[src/rtl/assert_macros.svh]
// assertion macros shared by the rtl
// no dependencies
`ifndef ASSERT_MACROS_SVH
`define ASSERT_MACROS_SVH

// implication checked on every clock edge outside reset
`define ASSERT_IMPL(label, clk, rst_n, ante, cons) \
  label: assert property (@(posedge clk) disable iff (!rst_n) (ante) |-> (cons)) \
    else $error("assertion failed");

// next-cycle implication checked outside reset
`define ASSERT_NEXT(label, clk, rst_n, ante, cons) \
  label: assert property (@(posedge clk) disable iff (!rst_n) (ante) |=> (cons)) \
    else $error("assertion failed");

`endif

[src/rtl/hpa_pkg.sv]
// types and constants for the half-precision adder
// no dependencies
package hpa_pkg;

  localparam logic [15:0] SIGN_MASK  = 16'h8000;
  localparam logic [15:0] POS_INF    = 16'h7C00;
  localparam logic [15:0] NEG_INF    = 16'hFC00;
  localparam logic [15:0] CANON_NAN  = 16'h7C01;
  localparam logic [4:0]  EXP_ONES   = 5'b11111;

  typedef logic [15:0] hp_t;

  // stage 1 -> 2: unpacked and aligned operands
  typedef struct packed {
    logic        special;
    hp_t         special_val;
    logic        sa;
    logic        sb;
    logic [4:0]  exp;
    logic [10:0] fa;
    logic [10:0] fb;
  } hpa_align_t;

  // stage 2 -> 3: raw sum or difference
  typedef struct packed {
    logic        special;
    hp_t         special_val;
    logic        sign;
    logic        sub;
    logic [4:0]  exp;
    logic [11:0] mag;
  } hpa_sum_t;

endpackage

[src/rtl/hpa_if.sv]
// valid/ready channel carrying a pair of operands or a result
// depends on hpa_pkg
interface hpa_in_if;
  logic          valid;
  logic          ready;
  hpa_pkg::hp_t  operand_a;
  hpa_pkg::hp_t  operand_b;
  modport source (output valid, output operand_a, output operand_b, input ready);
  modport sink   (input valid, input operand_a, input operand_b, output ready);
endinterface

interface hpa_out_if;
  logic          valid;
  logic          ready;
  hpa_pkg::hp_t  sum_bits;
  modport source (output valid, output sum_bits, input ready);
  modport sink   (input valid, input sum_bits, output ready);
endinterface

[src/rtl/half_precision_adder.sv]
// top level of the half-precision adder: three-stage pipeline
// depends on hpa_pkg, hpa_if, hpa_align, hpa_addsub, hpa_norm, assert_macros.svh
// Adds two binary16 operands with truncation (no rounding). Fully pipelined:
// one transaction enters per cycle unless an output stall backs up to the input;
// its result is registered in the align, add/subtract and normalize stages. A
// stall on the output holds every stage that is occupied; a bubble is filled
// while the output waits. NaN results are always 0x7C01; underflow flushes to +0.
`include "assert_macros.svh"
module half_precision_adder (
  input  logic   clk,
  input  logic   rst_n,
  hpa_in_if.sink   in_ch,
  hpa_out_if.source out_ch
);
  import hpa_pkg::*;

  hpa_align_t s1_nxt, s1_r;
  hpa_sum_t   s2_nxt, s2_r;
  hp_t        s3_nxt, s3_r;
  logic       v1_r, v2_r, v3_r;
  logic       en1, en2, en3;

  hpa_align  u_align  (.a(in_ch.operand_a), .b(in_ch.operand_b), .res(s1_nxt));
  hpa_addsub u_addsub (.op(s1_r), .res(s2_nxt));
  hpa_norm   u_norm   (.op(s2_r), .res(s3_nxt));

  assign en3 = !v3_r || out_ch.ready;
  assign en2 = !v2_r || en3;
  assign en1 = !v1_r || en2;
  assign in_ch.ready = en1;
  assign out_ch.valid = v3_r;
  assign out_ch.sum_bits = s3_r;

  always_ff @(posedge clk) begin
    if (!rst_n) begin
      v1_r <= 1'b0;
      v2_r <= 1'b0;
      v3_r <= 1'b0;
    end else begin
      if (en1) v1_r <= in_ch.valid;
      if (en2) v2_r <= v1_r;
      if (en3) v3_r <= v2_r;
    end
  end

  always_ff @(posedge clk) begin
    if (en1) s1_r <= s1_nxt;
    if (en2) s2_r <= s2_nxt;
    if (en3) s3_r <= s3_nxt;
  end

  `ASSERT_NEXT(a_stall_hold, clk, rst_n, v3_r && !out_ch.ready, v3_r && $stable(s3_r))
  `ASSERT_IMPL(a_ready_free, clk, rst_n, !v1_r, in_ch.ready)
  `ASSERT_NEXT(a_advance, clk, rst_n, v2_r && en3, v3_r)
endmodule

[src/rtl/hpa_align.sv]
// stage 1 logic: special-case detection, hidden bits, exponent alignment
// depends on hpa_pkg
module hpa_align (
  input  hpa_pkg::hp_t       a,
  input  hpa_pkg::hp_t       b,
  output hpa_pkg::hpa_align_t res
);
  import hpa_pkg::*;

  logic [4:0]  ea, eb;
  logic [9:0]  fa, fb;
  logic        nan_a, nan_b, inf_a, inf_b;
  logic [10:0] ma, mb;
  logic [4:0]  diff_ab, diff_ba;

  always_comb begin
    ea = a[14:10];
    eb = b[14:10];
    fa = a[9:0];
    fb = b[9:0];
    nan_a = (ea == EXP_ONES) && (fa != '0);
    nan_b = (eb == EXP_ONES) && (fb != '0);
    inf_a = (ea == EXP_ONES) && (fa == '0);
    inf_b = (eb == EXP_ONES) && (fb == '0);
    ma = {(ea != '0), fa};
    mb = {(eb != '0), fb};
    diff_ab = ea - eb;
    diff_ba = eb - ea;

    res.special     = nan_a || nan_b || inf_a || inf_b;
    res.special_val = CANON_NAN;
    if (nan_a || nan_b)
      res.special_val = CANON_NAN;
    else if (inf_a && inf_b)
      res.special_val = (a[15] == b[15]) ? (a[15] ? NEG_INF : POS_INF) : CANON_NAN;
    else if (inf_a)
      res.special_val = a[15] ? NEG_INF : POS_INF;
    else if (inf_b)
      res.special_val = b[15] ? NEG_INF : POS_INF;

    res.sa = a[15];
    res.sb = b[15];
    if (ea > eb) begin
      res.exp = ea;
      res.fa  = ma;
      res.fb  = mb >> diff_ab;
    end else begin
      res.exp = eb;
      res.fa  = ma >> diff_ba;
      res.fb  = mb;
    end
  end
endmodule

[src/rtl/hpa_addsub.sv]
// stage 2 logic: magnitude add or subtract with sign selection
// depends on hpa_pkg
module hpa_addsub (
  input  hpa_pkg::hpa_align_t op,
  output hpa_pkg::hpa_sum_t   res
);
  import hpa_pkg::*;

  always_comb begin
    res.special     = op.special;
    res.special_val = op.special_val;
    res.exp         = op.exp;
    res.sub         = (op.sa != op.sb);
    if (op.sa == op.sb) begin
      res.sign = op.sa;
      res.mag  = {1'b0, op.fa} + {1'b0, op.fb};
    end else if (op.fa > op.fb) begin
      res.sign = op.sa;
      res.mag  = {1'b0, op.fa - op.fb};
    end else begin
      res.sign = op.sb;
      res.mag  = {1'b0, op.fb - op.fa};
    end
  end
endmodule

[src/rtl/hpa_norm.sv]
// stage 3 logic: carry handling, leading-zero normalization, packing
// depends on hpa_pkg
module hpa_norm (
  input  hpa_pkg::hpa_sum_t op,
  output hpa_pkg::hp_t      res
);
  import hpa_pkg::*;

  logic [3:0]  lz;
  logic [10:0] shifted;
  logic [5:0]  e;
  logic [9:0]  frac;
  logic        found;

  always_comb begin
    lz    = '0;
    found = 1'b0;
    for (int i = 10; i >= 0; i--) begin
      if (!found && op.mag[i]) begin
        found = 1'b1;
        lz    = 4'(10 - i);
      end
    end
    shifted = op.mag[10:0] << lz;
    e       = {1'b0, op.exp};
    frac    = op.mag[9:0];
    res     = '0;

    if (op.special) begin
      res = op.special_val;
    end else if (!op.sub) begin
      if (op.mag[11]) begin
        e    = e + 6'd1;
        frac = op.mag[10:1];
      end else if (op.exp == '0 && op.mag[10]) begin
        e = 6'd1;
      end
      if (e >= 6'd31)
        res = op.sign ? NEG_INF : POS_INF;
      else
        res = {op.sign, e[4:0], frac};
    end else begin
      // zero difference or exponent underflow flushes to +0
      if (op.mag == '0 || {2'b0, lz} >= e)
        res = '0;
      else
        res = {op.sign, 5'(e - {2'b0, lz}), shifted[9:0]};
    end
  end
endmodule
[src/flat_wrapper.sv]
// flat-port wrapper written by rule: the top's interface ports become plain ports
module half_precision_adder_flat import hpa_pkg::*;
  (clk, rst_n, in_ch_valid, in_ch_operand_a, in_ch_operand_b, in_ch_ready, out_ch_valid, out_ch_sum_bits, out_ch_ready);
  hpa_in_if in_ch_i ();
  hpa_out_if out_ch_i ();
  input  logic clk;
  input  logic rst_n;
  input wire logic [$bits(in_ch_i.valid)-1:0] in_ch_valid;
  input wire logic [$bits(in_ch_i.operand_a)-1:0] in_ch_operand_a;
  input wire logic [$bits(in_ch_i.operand_b)-1:0] in_ch_operand_b;
  output wire logic [$bits(in_ch_i.ready)-1:0] in_ch_ready;
  output wire logic [$bits(out_ch_i.valid)-1:0] out_ch_valid;
  output wire logic [$bits(out_ch_i.sum_bits)-1:0] out_ch_sum_bits;
  input wire logic [$bits(out_ch_i.ready)-1:0] out_ch_ready;
  assign in_ch_i.valid = in_ch_valid;
  assign in_ch_i.operand_a = in_ch_operand_a;
  assign in_ch_i.operand_b = in_ch_operand_b;
  assign in_ch_ready = in_ch_i.ready;
  assign out_ch_valid = out_ch_i.valid;
  assign out_ch_sum_bits = out_ch_i.sum_bits;
  assign out_ch_i.ready = out_ch_ready;
  half_precision_adder u_core (.clk(clk), .rst_n(rst_n), .in_ch(in_ch_i), .out_ch(out_ch_i));
endmodule
[config.mk]
export PLATFORM = sky130hd
export DESIGN_NAME = half_precision_adder_flat
export DESIGN_NICKNAME = d
export VERILOG_FILES = /design/src/rtl/hpa_pkg.sv /design/src/rtl/hpa_if.sv /design/src/rtl/half_precision_adder.sv /design/src/rtl/hpa_align.sv /design/src/rtl/hpa_addsub.sv /design/src/rtl/hpa_norm.sv /design/src/flat_wrapper.sv
export VERILOG_INCLUDE_DIRS = /design/src /design/src/rtl
export SDC_FILE = /design/constraint.sdc
export NUM_CORES = 1
export LEC_CHECK = 0
export BUFFER_PORTS_ARGS = -buffer_cell sky130_fd_sc_hd__buf_2
export CORE_AREA = 2 2 139 141
export CTS_CLUSTER_SIZE = 40
export DETAILED_ROUTE_END_ITERATION = 10
export DIE_AREA = 0 0 141 143
export GPL_TIMING_DRIVEN = 0
export PLACE_DENSITY = 0.51
export SETUP_SLACK_MARGIN = 0.05
export SYNTH_ARGS = -nofsm -noshare
export SYNTH_HDL_FRONTEND = slang
export SYNTH_SLANG_ARGS = --single-unit
[constraint.sdc]
create_clock -name clk -period 8.8 [get_ports clk]
set_clock_uncertainty 0.2 [all_clocks]
set_input_delay 0 -clock clk [delete_from_list [all_inputs] [get_ports clk]]
set_output_delay 0 -clock clk [all_outputs]
set_load 0.02 [all_outputs]
**Word level (Yosys, flattened, before mapping)**

Cells that the tools add are included.

- Shifts and indexed selects: 3
- Magnitude comparators: 4
- Reduce and logical (&&, ||, !) cells: 44
- Muxes and demuxes: 41
- Equal/unequal tests: 5
- Add/sub/neg operators: 7

Operators by type and width:

| operator | count |
|---|---|
| $mux 16 | 11 |
| $mux 4 | 9 |
| $mux 27 | 1 |
| $shr 11x5->11 | 2 |
| $sub 11x11->11 | 2 |
| $logic_not 10->1 | 2 |
| $reduce_bool 10->1 | 2 |
| $mux 6 | 3 |
| $logic_and 1x1->1 | 16 |
| $logic_not 1->1 | 13 |
| $mux 1 | 13 |
| $add 11x11->12 | 1 |
| $logic_not 12->1 | 1 |
| $mux 12 | 1 |
| $gt 11x11->1 | 1 |
| $mux 11 | 1 |
| $shl 11x4->10 | 1 |
| $eq 5x5->1 const B | 2 |
| $mux 10 | 1 |
| $reduce_bool 5->1 | 2 |
| $sub 5x5->5 | 2 |
| $logic_or 1x1->1 | 7 |
| $add 5x1->6 const B | 1 |
| $ge 6x5->1 const B | 1 |
| 7 further kinds | 8 |

- Output and inout port bits: 18
- Bits of input ports: 36
- Register bits: 101

**Logic depth before layout (Yosys ltp)**

Gate-level depths: netlist of the first run.

- Depth in word-level cells: 36
- Mapped depth: 13

**Cells and area by module**

A second synthesis of the first run with hierarchy kept.

- Cell total of the unflattened synthesis: 843
- Area, all modules: 8232.9 µm²

By module, submodules not included:

| module | cells each | seq. area each (µm²) | area an instance (µm²) | times used |
|---|---|---|---|---|
| half_precision_adder | 110 | 3002.9 | 3065.4 | 1 |
| hpa_align | 257 | 0.0 | 1789.2 | 1 |
| hpa_addsub | 257 | 0.0 | 1775.5 | 1 |
| hpa_norm | 219 | 0.0 | 1602.8 | 1 |

**Worst setup path before layout of the first run**

OpenSTA, ideal clock, no wires.

- Path kind: register to register
- From: reg u_core.s2_r[10] (netlist name)
- To: reg u_core.s3_r[3] (netlist: u_core.out_ch.sum_bits[3]), data pin
- Arrival time: 3.031 ns
- Required time: 8.461 ns
- Slack: 5.430 ns
- Period minus slack after synthesis: 3.370 ns
- Cell stages (with the launch flop): 12
- Cells stage by stage: edfxtp_1 or4_4 nor2_8 o311ai_4 ha_1 o21ai_0 a21oi_1 o21ai_0 a32oi_4 nand4_1 o32a_1 nor2_1

- Cells in the longest elaborated chain, start to end: 36
- Elaborated cells between the ends (all ways): 54
- Classes of those cells: order compare: 2; shift: 1; mux: 28; reduce/logical: 23

RTL lines:

| what | RTL line | RTL |
|---|---|---|
| start: declaration | half_precision_adder.sv:18 | `hpa_sum_t s2_nxt, s2_r;` |
| start signal: assignment | half_precision_adder.sv:48 | `if (en2) s2_r <= s2_nxt;` |
| $mux 1 | hpa_norm.sv:19 | `if (!found && op.mag[i]) begin` |
| $logic_not 1->1 | hpa_norm.sv:19 |  |
| $logic_and 1x1->1 | hpa_norm.sv:19 |  |
| $mux 1 | hpa_norm.sv:19 |  |
| $logic_not 1->1 | hpa_norm.sv:19 |  |
| $logic_and 1x1->1 | hpa_norm.sv:19 |  |
| $mux 1 | hpa_norm.sv:19 |  |
| $logic_not 1->1 | hpa_norm.sv:19 |  |
| [20 not listed] | - |  |
| $logic_not 1->1 | hpa_norm.sv:19 |  |
| $logic_and 1x1->1 | hpa_norm.sv:19 |  |
| $mux 4 | hpa_norm.sv:19 |  |
| $ge 4x5->1 | hpa_norm.sv:44 | `if (op.mag == '0 \|\| {2'b0, lz} >= e)` |
| $logic_or 1x1->1 | hpa_norm.sv:44 |  |
| $mux 16 | hpa_norm.sv:44 |  |
| $mux 16 (*) | hpa_norm.sv:31 | `end else if (!op.sub) begin` |
| $mux 16 (*) | hpa_norm.sv:29 | `if (op.special) begin` |
| end signal: assignment | half_precision_adder.sv:49 | `if (en3) s3_r <= s3_nxt;` |
| end: declaration | half_precision_adder.sv:19 | `hp_t s3_nxt, s3_r;` |

Every way passes the cells marked *; elsewhere a longest branch is shown, timed or not. The select of a mux whose other input is x is not followed.
A chain may end at the register's enable or synchronous reset.

**Final worst setup path of the first run**

- From: reg u_core.s2_r[10] (netlist name)
- To: reg u_core.s3_r[7] (netlist: u_core.out_ch.sum_bits[7]), data pin

Same word-level chain as after synthesis.

==> reports/results.txt, run 1 <==
status -> finished clean
initial antenna violation count -> 0
leakage power -> 3.23 nW
sequential fraction of the synthesis area -> 32.6%
I/O pin count -> 54
via count -> 5806
worst-path fanout max -> 9
antenna violation net count after detailed routing -> 0
Worst-Skew Late Latency -> 0.34 ns
setup_tns -> 0 ns
Slowest-stage cell, CP -> or4_4
gpl congestion -> 0.929
Netlist cell types -> 80
r2r endpoint -> u_core.out_ch.sum_bits[7]
CTS tree -> done
HP Start -> in_ch_operand_b[12]
Synth Register Bits -> 73
total global-route track usage -> 17.6%
EDFF count, synth -> 70
global-route wire length before repair -> 28.4 mm
worst slack at placement -> 4.88 ns
maxcap violations -> 0
Post-CTS Resized -> 0
CTS Buf Count -> 9
fin crit period -> 4.03 ns
worst min path class -> in2reg
mean routed wirelength per cell -> 16.5 um
Power per Cell Area -> 252 nW/um2
core area -> 18600 um2
number of global-route vias before repair -> 5724
Worst EP required -> 8.74 ns
syn avg cell area -> 9.16 um2
relative slew slack -> 39.1%
die height -> 143 um
# hold bufs at CTS -> 36
crit path kind -> reg2reg
Worst Setup Slack, final -> 4.77 ns
Longest Clk Path Bufs -> 2
Die Width -> 141 um
Least-Margin Pin Slew -> 0.911 ns
area grow syn2layout -> 18.2%
largest net degree at the start of global routing -> 35
RR Startpoint -> u_core.s2_r[10]
Final #Nets -> 914
fin cells -> 1063
syn_nets -> 814
htree depth -> 3
Root Driver -> clkbuf_16
crit-path cells -> or4_4, nor2_8, o311ai_4, ha_1, o21ai_0, a21oi_1, o21ai_0, a32oi_4, nand3b_1, nand2b_1, o32ai_1
drt drc -> 0
drt first-iter violations -> 335
largest area contributor in the netlist -> edfxtp_1
CTS clk-pin slew, worst paths -> 0.06 ns
Hold Fails Final Rpt -> 0
placed insts -> 1011
max frequency -> 248 MHz
Peak VDD IR -> 81.1 uV
Sink Count -> 73
DR pass1 iterations -> 5
ys flop type -> edfxtp_1
final setup fails -> 0
synth top area cells -> edfxtp_1 (32%), ha_1 (9.1%), mux2i_1 (6.2%)
final period utilization -> 45.8%
n_diodes -> 0
Starting Density -> 35.7%
startpoint types -> register
die footprint -> 20200 um2
hpwl dp -> 14.0 mm
CP max stage delay -> 0.66 ns
Worst R2R Path Depth -> 11
grt ovf -> 0
setup slack, reg-to-reg -> 4.77 ns
DRT Wirelength -> 17.6 mm
WHS Path Cells -> 3
CP most frequent cell -> o21ai_0
commonest non-fill, non-tap cell in the layout -> edfxtp_1
critical path endpoint category -> register
ys async rst share -> 0%
Slew Limit Fails -> 0
Yosys top cell area share -> 31.7%
site row count -> 50
Syn Std Cell Area -> 6640 um2
post-CTS setup buffer count -> 0
most frequent cells in the layout -> edfxtp_1 (70), nand2_1 (68), buf_2 (65)
synthesized netlist cell count -> 724
RSZ-0062 raised after global routing -> no
sink of the worst hold path -> u_core.s1_r[29]
yosys warns -> 0
ratio of cells with drive above 1 in the final layout -> 16.0%
CP arrival -> 3.96 ns
port bufs -> 53
Vias/cell -> 5.46
-- critical path, delay by kind of cell, from the launching register on --
kind            cells  cell delay, ns
simple gates        4            1.30
flops               1            0.56
compound gates      6            1.35
fa+ha+maj           1            0.41
-- final cells by class --
class / count / area, um2
fillers: 1806 / 10700
multi-input cells: 548 / 4040
flip-flops and latches: 73 / 2160
repair buffers: 89 / 626
well taps: 234 / 293
inverters: 64 / 240
clock buffers: 9 / 225
plain buffers: 39 / 203
clock inverters: 7 / 60.1
-- report_power, final --
| part | internal [mW] | leakage [nW] | switching, mW |
|---|---|---|---|
| sequential | 0.496 | 0.796 | 0.0662 |
| clock | 0.196 | 0.131 | 0.154 |
| combinational | 0.416 | 2.31 | 0.646 |
| total | 1.11 | 3.23 | 0.867 |
-- logic make-up after synthesis --
kind of cell    Yosys count  share of synthesized area (%)
compound gates          217                           23.0
simple gates            203                           15.4
buf+inv                 103                           6.68
flops                    73                           32.6
mux                      56                           9.07
fa+ha+maj                54                           10.9
xor+xnor                 18                           2.38
-- how the worst max path moves through the flow --
stage | slack [ns] | startpoint | cells past startpoint | endpoint
after floorplan | 5.43 | u_core.s2_r[10] | 11 | u_core.out_ch.sum_bits[3]
after global routing | 4.49 | u_core.s2_r[6] | 12 | u_core.out_ch.sum_bits[7]
after detailed placement | 4.88 | u_core.s2_r[10] | 11 | u_core.out_ch.sum_bits[7]
after CTS | 4.85 | u_core.s2_r[10] | 11 | u_core.out_ch.sum_bits[7]
final | 4.77 | u_core.s2_r[10] | 11 | u_core.out_ch.sum_bits[7]
after global placement | 4.91 | u_core.s2_r[10] | 11 | u_core.out_ch.sum_bits[7]
-- synthesized netlist by cell type, drive strengths merged, types with 4 or more instances --
cell type,instances
ha,48
inv,64
a21o,8
o32ai,4
a21boi,4
a31oi,6
mux2,13
o221ai,4
a311o,6
xor2,4
edfxtp,70
o21ai,46
nor3,15
a211oi,6
o31ai,18
nor2,51
mux2i,41
nor2b,12
nor4,6
o21bai,7
nand2b,8
o22ai,7
o211ai,8
xnor2,14
nor3b,7
nand4,6
nand2,68
clkbuf,18
a21oi,57
o21a,9
or2,7
nand3,13
buf,21
fa,6
-- state kept, by name, indices dropped and copies added, names as in the netlist --
signal and flops:
u_core.s2_r 22, u_core.s1_r 32, u_core.v2_r 1, u_core.out_ch.sum_bits 16, u_core.v1_r 1, u_core.out_ch.valid 1
-- per-layer routing --
layer | track usage [%] | part of all wire [%]
met5 | 0 | 0
met4 | 8.84 | 4.2
met3 | 2.62 | 4.1
met2 | 31.2 | 49
met1 | 20.7 | 43
-- per-stage QoR --
stage	util, %	hold WS (ns)	instance area, um2	power [mW]
2_1_floorplan	-	-0.101	6640	1.33
3_3_place_gp	38.7	0.0282	7190	1.59
3_5_place_dp	38.7	0.0330	7200	1.61
4_1_cts	42.2	0.000807	7840	1.98
5_1_grt	42.2	0.0569	7840	2.11
6_report	42.2	0.00433	7840	1.97
(Power assumes the default switching activity.)
==> inputs of run 2 (changes only) <==
==> constraint.sdc (replaced) <==
create_clock -name clk -period 3.8 [get_ports clk]
set_clock_uncertainty 0.2 [all_clocks]
set_input_delay 0 -clock clk [delete_from_list [all_inputs] [get_ports clk]]
set_output_delay 0 -clock clk [all_outputs]
set_load 0.02 [all_outputs]
==> reports/results.txt, run 2 (synthesized netlist as in run 1, its figures left out) <==
CTS Buf Count -> 9
power share of the combinational group -> 54.6%
port bufs -> 53
Hold Fails Final Rpt -> 0
startpoint types -> register
internal power -> 2.60 mW
die height -> 143 um
Worst Setup SP -> u_core.s2_r[9]
P_sw -> 2.03 mW
relative slew slack -> 38.8%
mean routed wirelength per cell -> 16.5 um
die footprint -> 20200 um2
worst slack at placement -> -0.118 ns
clock share of power -> 17.5%
Longest Clk Path Bufs -> 2
CP arrival -> 3.52 ns
placed cell area -> 7200 um2
Worst EP required -> 3.80 ns
max FFs per register -> 32
drt drc -> 0
Root Driver -> clkbuf_16
DRT Wirelength -> 17.6 mm
initial antenna violation count -> 0
worst-path fanout max -> 10
Die Width -> 141 um
number of global-route vias before repair -> 5726
htree depth -> 3
core area -> 18600 um2
r2r endpoint -> u_core.out_ch.sum_bits[3]
Peak VDD IR -> 185 uV
register area -> 2160 um2
Final #Nets -> 918
area grow syn2layout -> 19.2%
final setup fails -> 0
critical path endpoint category -> register
Layout fillers -> 1810
Multi-input gate area -> 4070 um2
CTS tree -> done
RR Startpoint -> u_core.s2_r[9]
Sink Count -> 73
crit path kind -> reg2reg
drt first-iter violations -> 337
I/O pin count -> 54
RSZ-0062 raised after global routing -> no
total global-route track usage -> 17.6%
most frequent cells in the layout -> edfxtp_1 (70), nand2_1 (68), buf_2 (65)
final period utilization -> 92.5%
Worst Setup EP -> u_core.out_ch.sum_bits[3]
Worst Setup Slack, final -> 0.285 ns
hpwl dp -> 14.0 mm
site row count -> 50
commonest non-fill, non-tap cell in the layout -> edfxtp_1
CTS clk-pin slew, worst paths -> 0.06 ns
gpl congestion -> 0.929
Slew Limit Fails -> 0
Vias/cell -> 5.44
maxcap violations -> 0
max frequency -> 284 MHz
Sw Ratio -> 43.8%
largest net degree at the start of global routing -> 35
fin crit period -> 3.52 ns
Least-Margin Pin Slew -> 0.916 ns
n_diodes -> 0
fin area -> 7910 um2
worst min path class -> in2reg
antenna violation net count after detailed routing -> 0
hold_ws -> 0.0102 ns
ratio of cells with drive above 1 in the final layout -> 17.3%
most flop-heavy register -> u_core.s1_r
Design Power -> 4.62 mW
Power per Cell Area -> 584 nW/um2
Worst R2R Path Depth -> 12
post-route core utilization -> 42.6%
Starting Density -> 35.7%
Seq pwr share -> 27.9%
grt ovf -> 0
via count -> 5805
setup slack, reg-to-reg -> 0.28 ns
global-route wire length before repair -> 28.5 mm
leakage power -> 3.26 nW
status -> finished clean
Worst-Skew Late Latency -> 0.34 ns
DR pass1 iterations -> 5
-- run 2: layout make-up --
class	instances	area share [%]
timing repair buffer	93	8.29
inverter	64	3.04
sequential	73	27.3
clock inverter	7	0.759
multi-input combinational	548	51.5
buffer	39	2.58
clock buffer	9	2.85
tap	234	3.70
-- run 2: repair_timing --
action                                  in CTS  in global routing
buffers inserted                             2                  2
pin swaps                                    1                  1
gates resized for setup                      2                  8
hold endpoints to repair                    33                  0
endpoints found under the setup margin       6                 10
hold buffers                                36                  0
-- run 2: worst min-delay path by stage --
stage / from / slack, ns / cells after the start / endpoint
after floorplan: in_ch_operand_b[15] / -0.10 / 0 / u_core.s1_r[27]
after global placement: in_ch_operand_b[15] / 0.03 / 1 / u_core.s1_r[27]
after detailed placement: in_ch_operand_a[15] / 0.03 / 1 / u_core.s1_r[28]
after CTS: in_ch_operand_b[12] / 0.0008 / 3 / u_core.s1_r[29]
after global routing: in_ch_operand_b[12] / 0.06 / 3 / u_core.s1_r[44]
final: in_ch_operand_b[12] / 0.01 / 3 / u_core.s1_r[29]
-- run 2: critical path, stage by stage, from the launching register on --
cell	delay, ns
edfxtp_1	0.38
buf_6	0.16
or4_4	0.58
a21oi_4	0.21
inv_2	0.12
ha_1	0.38
o21ai_0	0.09
a21oi_1	0.17
o21ai_1	0.13
a32oi_4	0.22
nand4_1	0.21
o32a_1	0.43
nor2_1	0.09
-- run 2: power groups by stage --
stage	clock network (mW)	registers, mW	logic (mW)
after floorplan	0	1.38	1.70
after global placement	0	1.31	2.38
after detailed placement	0	1.32	2.40
after CTS	0.834	1.29	2.47
after global routing	0.867	1.32	2.77
final	0.808	1.29	2.52
-- run 2: through the flow --
step	setup TNS, ns	instances
5_1_grt	0	1067
6_report	0	1067
3_3_place_gp	-0.183	1011
2_1_floorplan	0	724
4_1_cts	0	1065
3_5_place_dp	-0.200	1011
-- run 2: metal layers --
layer | GRT usage (%) | wire [um] | vias up
met5 | 0 | 0 | -
li1 | - | - | 2861
met1 | 20.9 | 7670 | 2733
met3 | 2.65 | 595 | 48
met4 | 8.95 | 699 | 0
met2 | 31.1 | 8610 | 163
==> inputs of run 3 (changes only) <==
==> constraint.sdc (replaced) <==
create_clock -name clk -period 4 [get_ports clk]
set_clock_uncertainty 0.2 [all_clocks]
set_input_delay 0 -clock clk [delete_from_list [all_inputs] [get_ports clk]]
set_output_delay 0 -clock clk [all_outputs]
set_load 0.02 [all_outputs]
==> reports/results.txt, run 3 (synthesized netlist as in run 1, its figures left out) <==
core area -> 18600 um2
worst slack at placement -> 0.0818 ns
startpoint types -> register
Multi-input gate area -> 4050 um2
max frequency -> 269 MHz
fin area -> 7890 um2
Vias/cell -> 5.42
final period utilization -> 92.9%
grt ovf -> 0
placed cell area -> 7200 um2
crit path kind -> reg2reg
drt drc -> 0
CP arrival -> 3.65 ns
RSZ-0062 raised after global routing -> no
hpwl dp -> 14.0 mm
maxcap violations -> 0
Worst Setup Slack, final -> 0.285 ns
gpl congestion -> 0.929
I/O pin count -> 54
site row count -> 50
critical path endpoint category -> register
Root Driver -> clkbuf_16
register area -> 2160 um2
Design Power -> 4.39 mW
commonest non-fill, non-tap cell in the layout -> edfxtp_1
max FFs per register -> 32
most frequent cells in the layout -> edfxtp_1 (70), nand2_1 (68), buf_2 (65)
port bufs -> 53
total global-route track usage -> 17.6%
Least-Margin Pin Slew -> 0.907 ns
DR pass1 iterations -> 7
Power per Cell Area -> 556 nW/um2
Peak VDD IR -> 179 uV
CTS Buf Count -> 9
DRT Wirelength -> 17.6 mm
Final #Nets -> 918
htree depth -> 3
worst-path fanout max -> 10
hold_ws -> 0.00982 ns
Slew Limit Fails -> 0
Starting Density -> 35.7%
CTS clk-pin slew, worst paths -> 0.06 ns
Worst EP required -> 3.94 ns
initial antenna violation count -> 0
CTS tree -> done
number of global-route vias before repair -> 5734
ratio of cells with drive above 1 in the final layout -> 17.0%
die height -> 143 um
most flop-heavy register -> u_core.s1_r
Longest Clk Path Bufs -> 2
Hold Fails Final Rpt -> 0
fin cells -> 1067
relative slew slack -> 39.4%
n_diodes -> 0
status -> finished clean
via count -> 5778
Worst-Skew Late Latency -> 0.34 ns
post-route core utilization -> 42.5%
worst min path class -> in2reg
antenna violation net count after detailed routing -> 0
global-route wire length before repair -> 28.4 mm
Sink Count -> 73
area grow syn2layout -> 18.9%
fin crit period -> 3.72 ns
largest net degree at the start of global routing -> 35
setup_tns -> 0 ns
Die Width -> 141 um
placed insts -> 1011
Layout fillers -> 1804
drt first-iter violations -> 322
leakage power -> 3.26 nW
die footprint -> 20200 um2
final setup fails -> 0
mean routed wirelength per cell -> 16.5 um
==> run 3: cell count changes in the layout (fill, tap and decap cells not counted) <==
| cell | previous run | this run |
|---|---|---|
| o32ai_2 | 1 | 0 |
| o311ai_1 | 0 | 1 |
| o311ai_2 | 1 | 0 |
| o21ai_1 | 3 | 2 |
| o32ai_1 | 3 | 4 |
| inv_2 | 2 | 3 |
| inv_1 | 62 | 61 |
| a21boi_1 | 0 | 1 |
| o21ai_0 | 42 | 43 |
| a21boi_2 | 1 | 0 |
==> run 3: critical path, cell delays in order (launching register included) <==
cell and delay, ns:
edfxtp_1 0.38, buf_6 0.16, or4_4 0.58, nor2_8 0.20, o311ai_4 0.21, ha_4 0.36, o21ai_0 0.07, a21oi_1 0.16
o21ai_0 0.17, a32oi_4 0.27, nand3b_1 0.18, nand2b_1 0.22, o32ai_1 0.36
==> run 3: per-layer routing <==
metal	routed length [um]	vias to the layer above	part of all wire (%)	global-route usage, %
met5	0	-	0	0
met4	706	0	4.0	8.95
met3	660	47	3.7	2.65
met2	8610	163	49	31.1
met1	7640	2705	43	20.8
li1	-	2863	-	-
==> run 3: timing repair <==
action | in CTS | in global routing
hold buffers | 36 | 0
endpoints found under the setup margin | 1 | 9
pin swaps | 0 | 2
buffers inserted | 1 | 3
resized for setup | 0 | 7
hold endpoints to repair | 33 | 0
==> run 3: final timing paths <==
| kind | startpoint | end | slack, ns | cells past startpoint |
|---|---|---|---|---|
| worst min register to register | u_core.s1_r[24] | u_core.s2_r[14] | 0.22 | 0 |
| worst max-delay path | u_core.s2_r[9] | u_core.out_ch.sum_bits[7] | 0.28 | 12 |
| worst min-delay path | in_ch_operand_b[12] | u_core.s1_r[29] | 0.01 | 3 |
| worst max register to register | u_core.s2_r[9] | u_core.out_ch.sum_bits[7] | 0.28 | 12 |
==> run 3: area by class of cell <==
| class | instances | area share, % |
|---|---|---|
| sequential | 73 | 27.4 |
| clock inverter | 7 | 0.761 |
| timing repair buffer | 93 | 8.31 |
| multi-input combinational | 548 | 51.3 |
| buffer | 39 | 2.58 |
| inverter | 64 | 3.04 |
| clock buffer | 9 | 2.85 |
| tap | 234 | 3.71 |
==> run 3: power breakdown <==
part           internal [mW]  switching [mW]  leakage (nW)
sequential              1.09           0.135         0.796
combinational          0.946            1.45          2.33
clock                  0.430           0.337         0.131
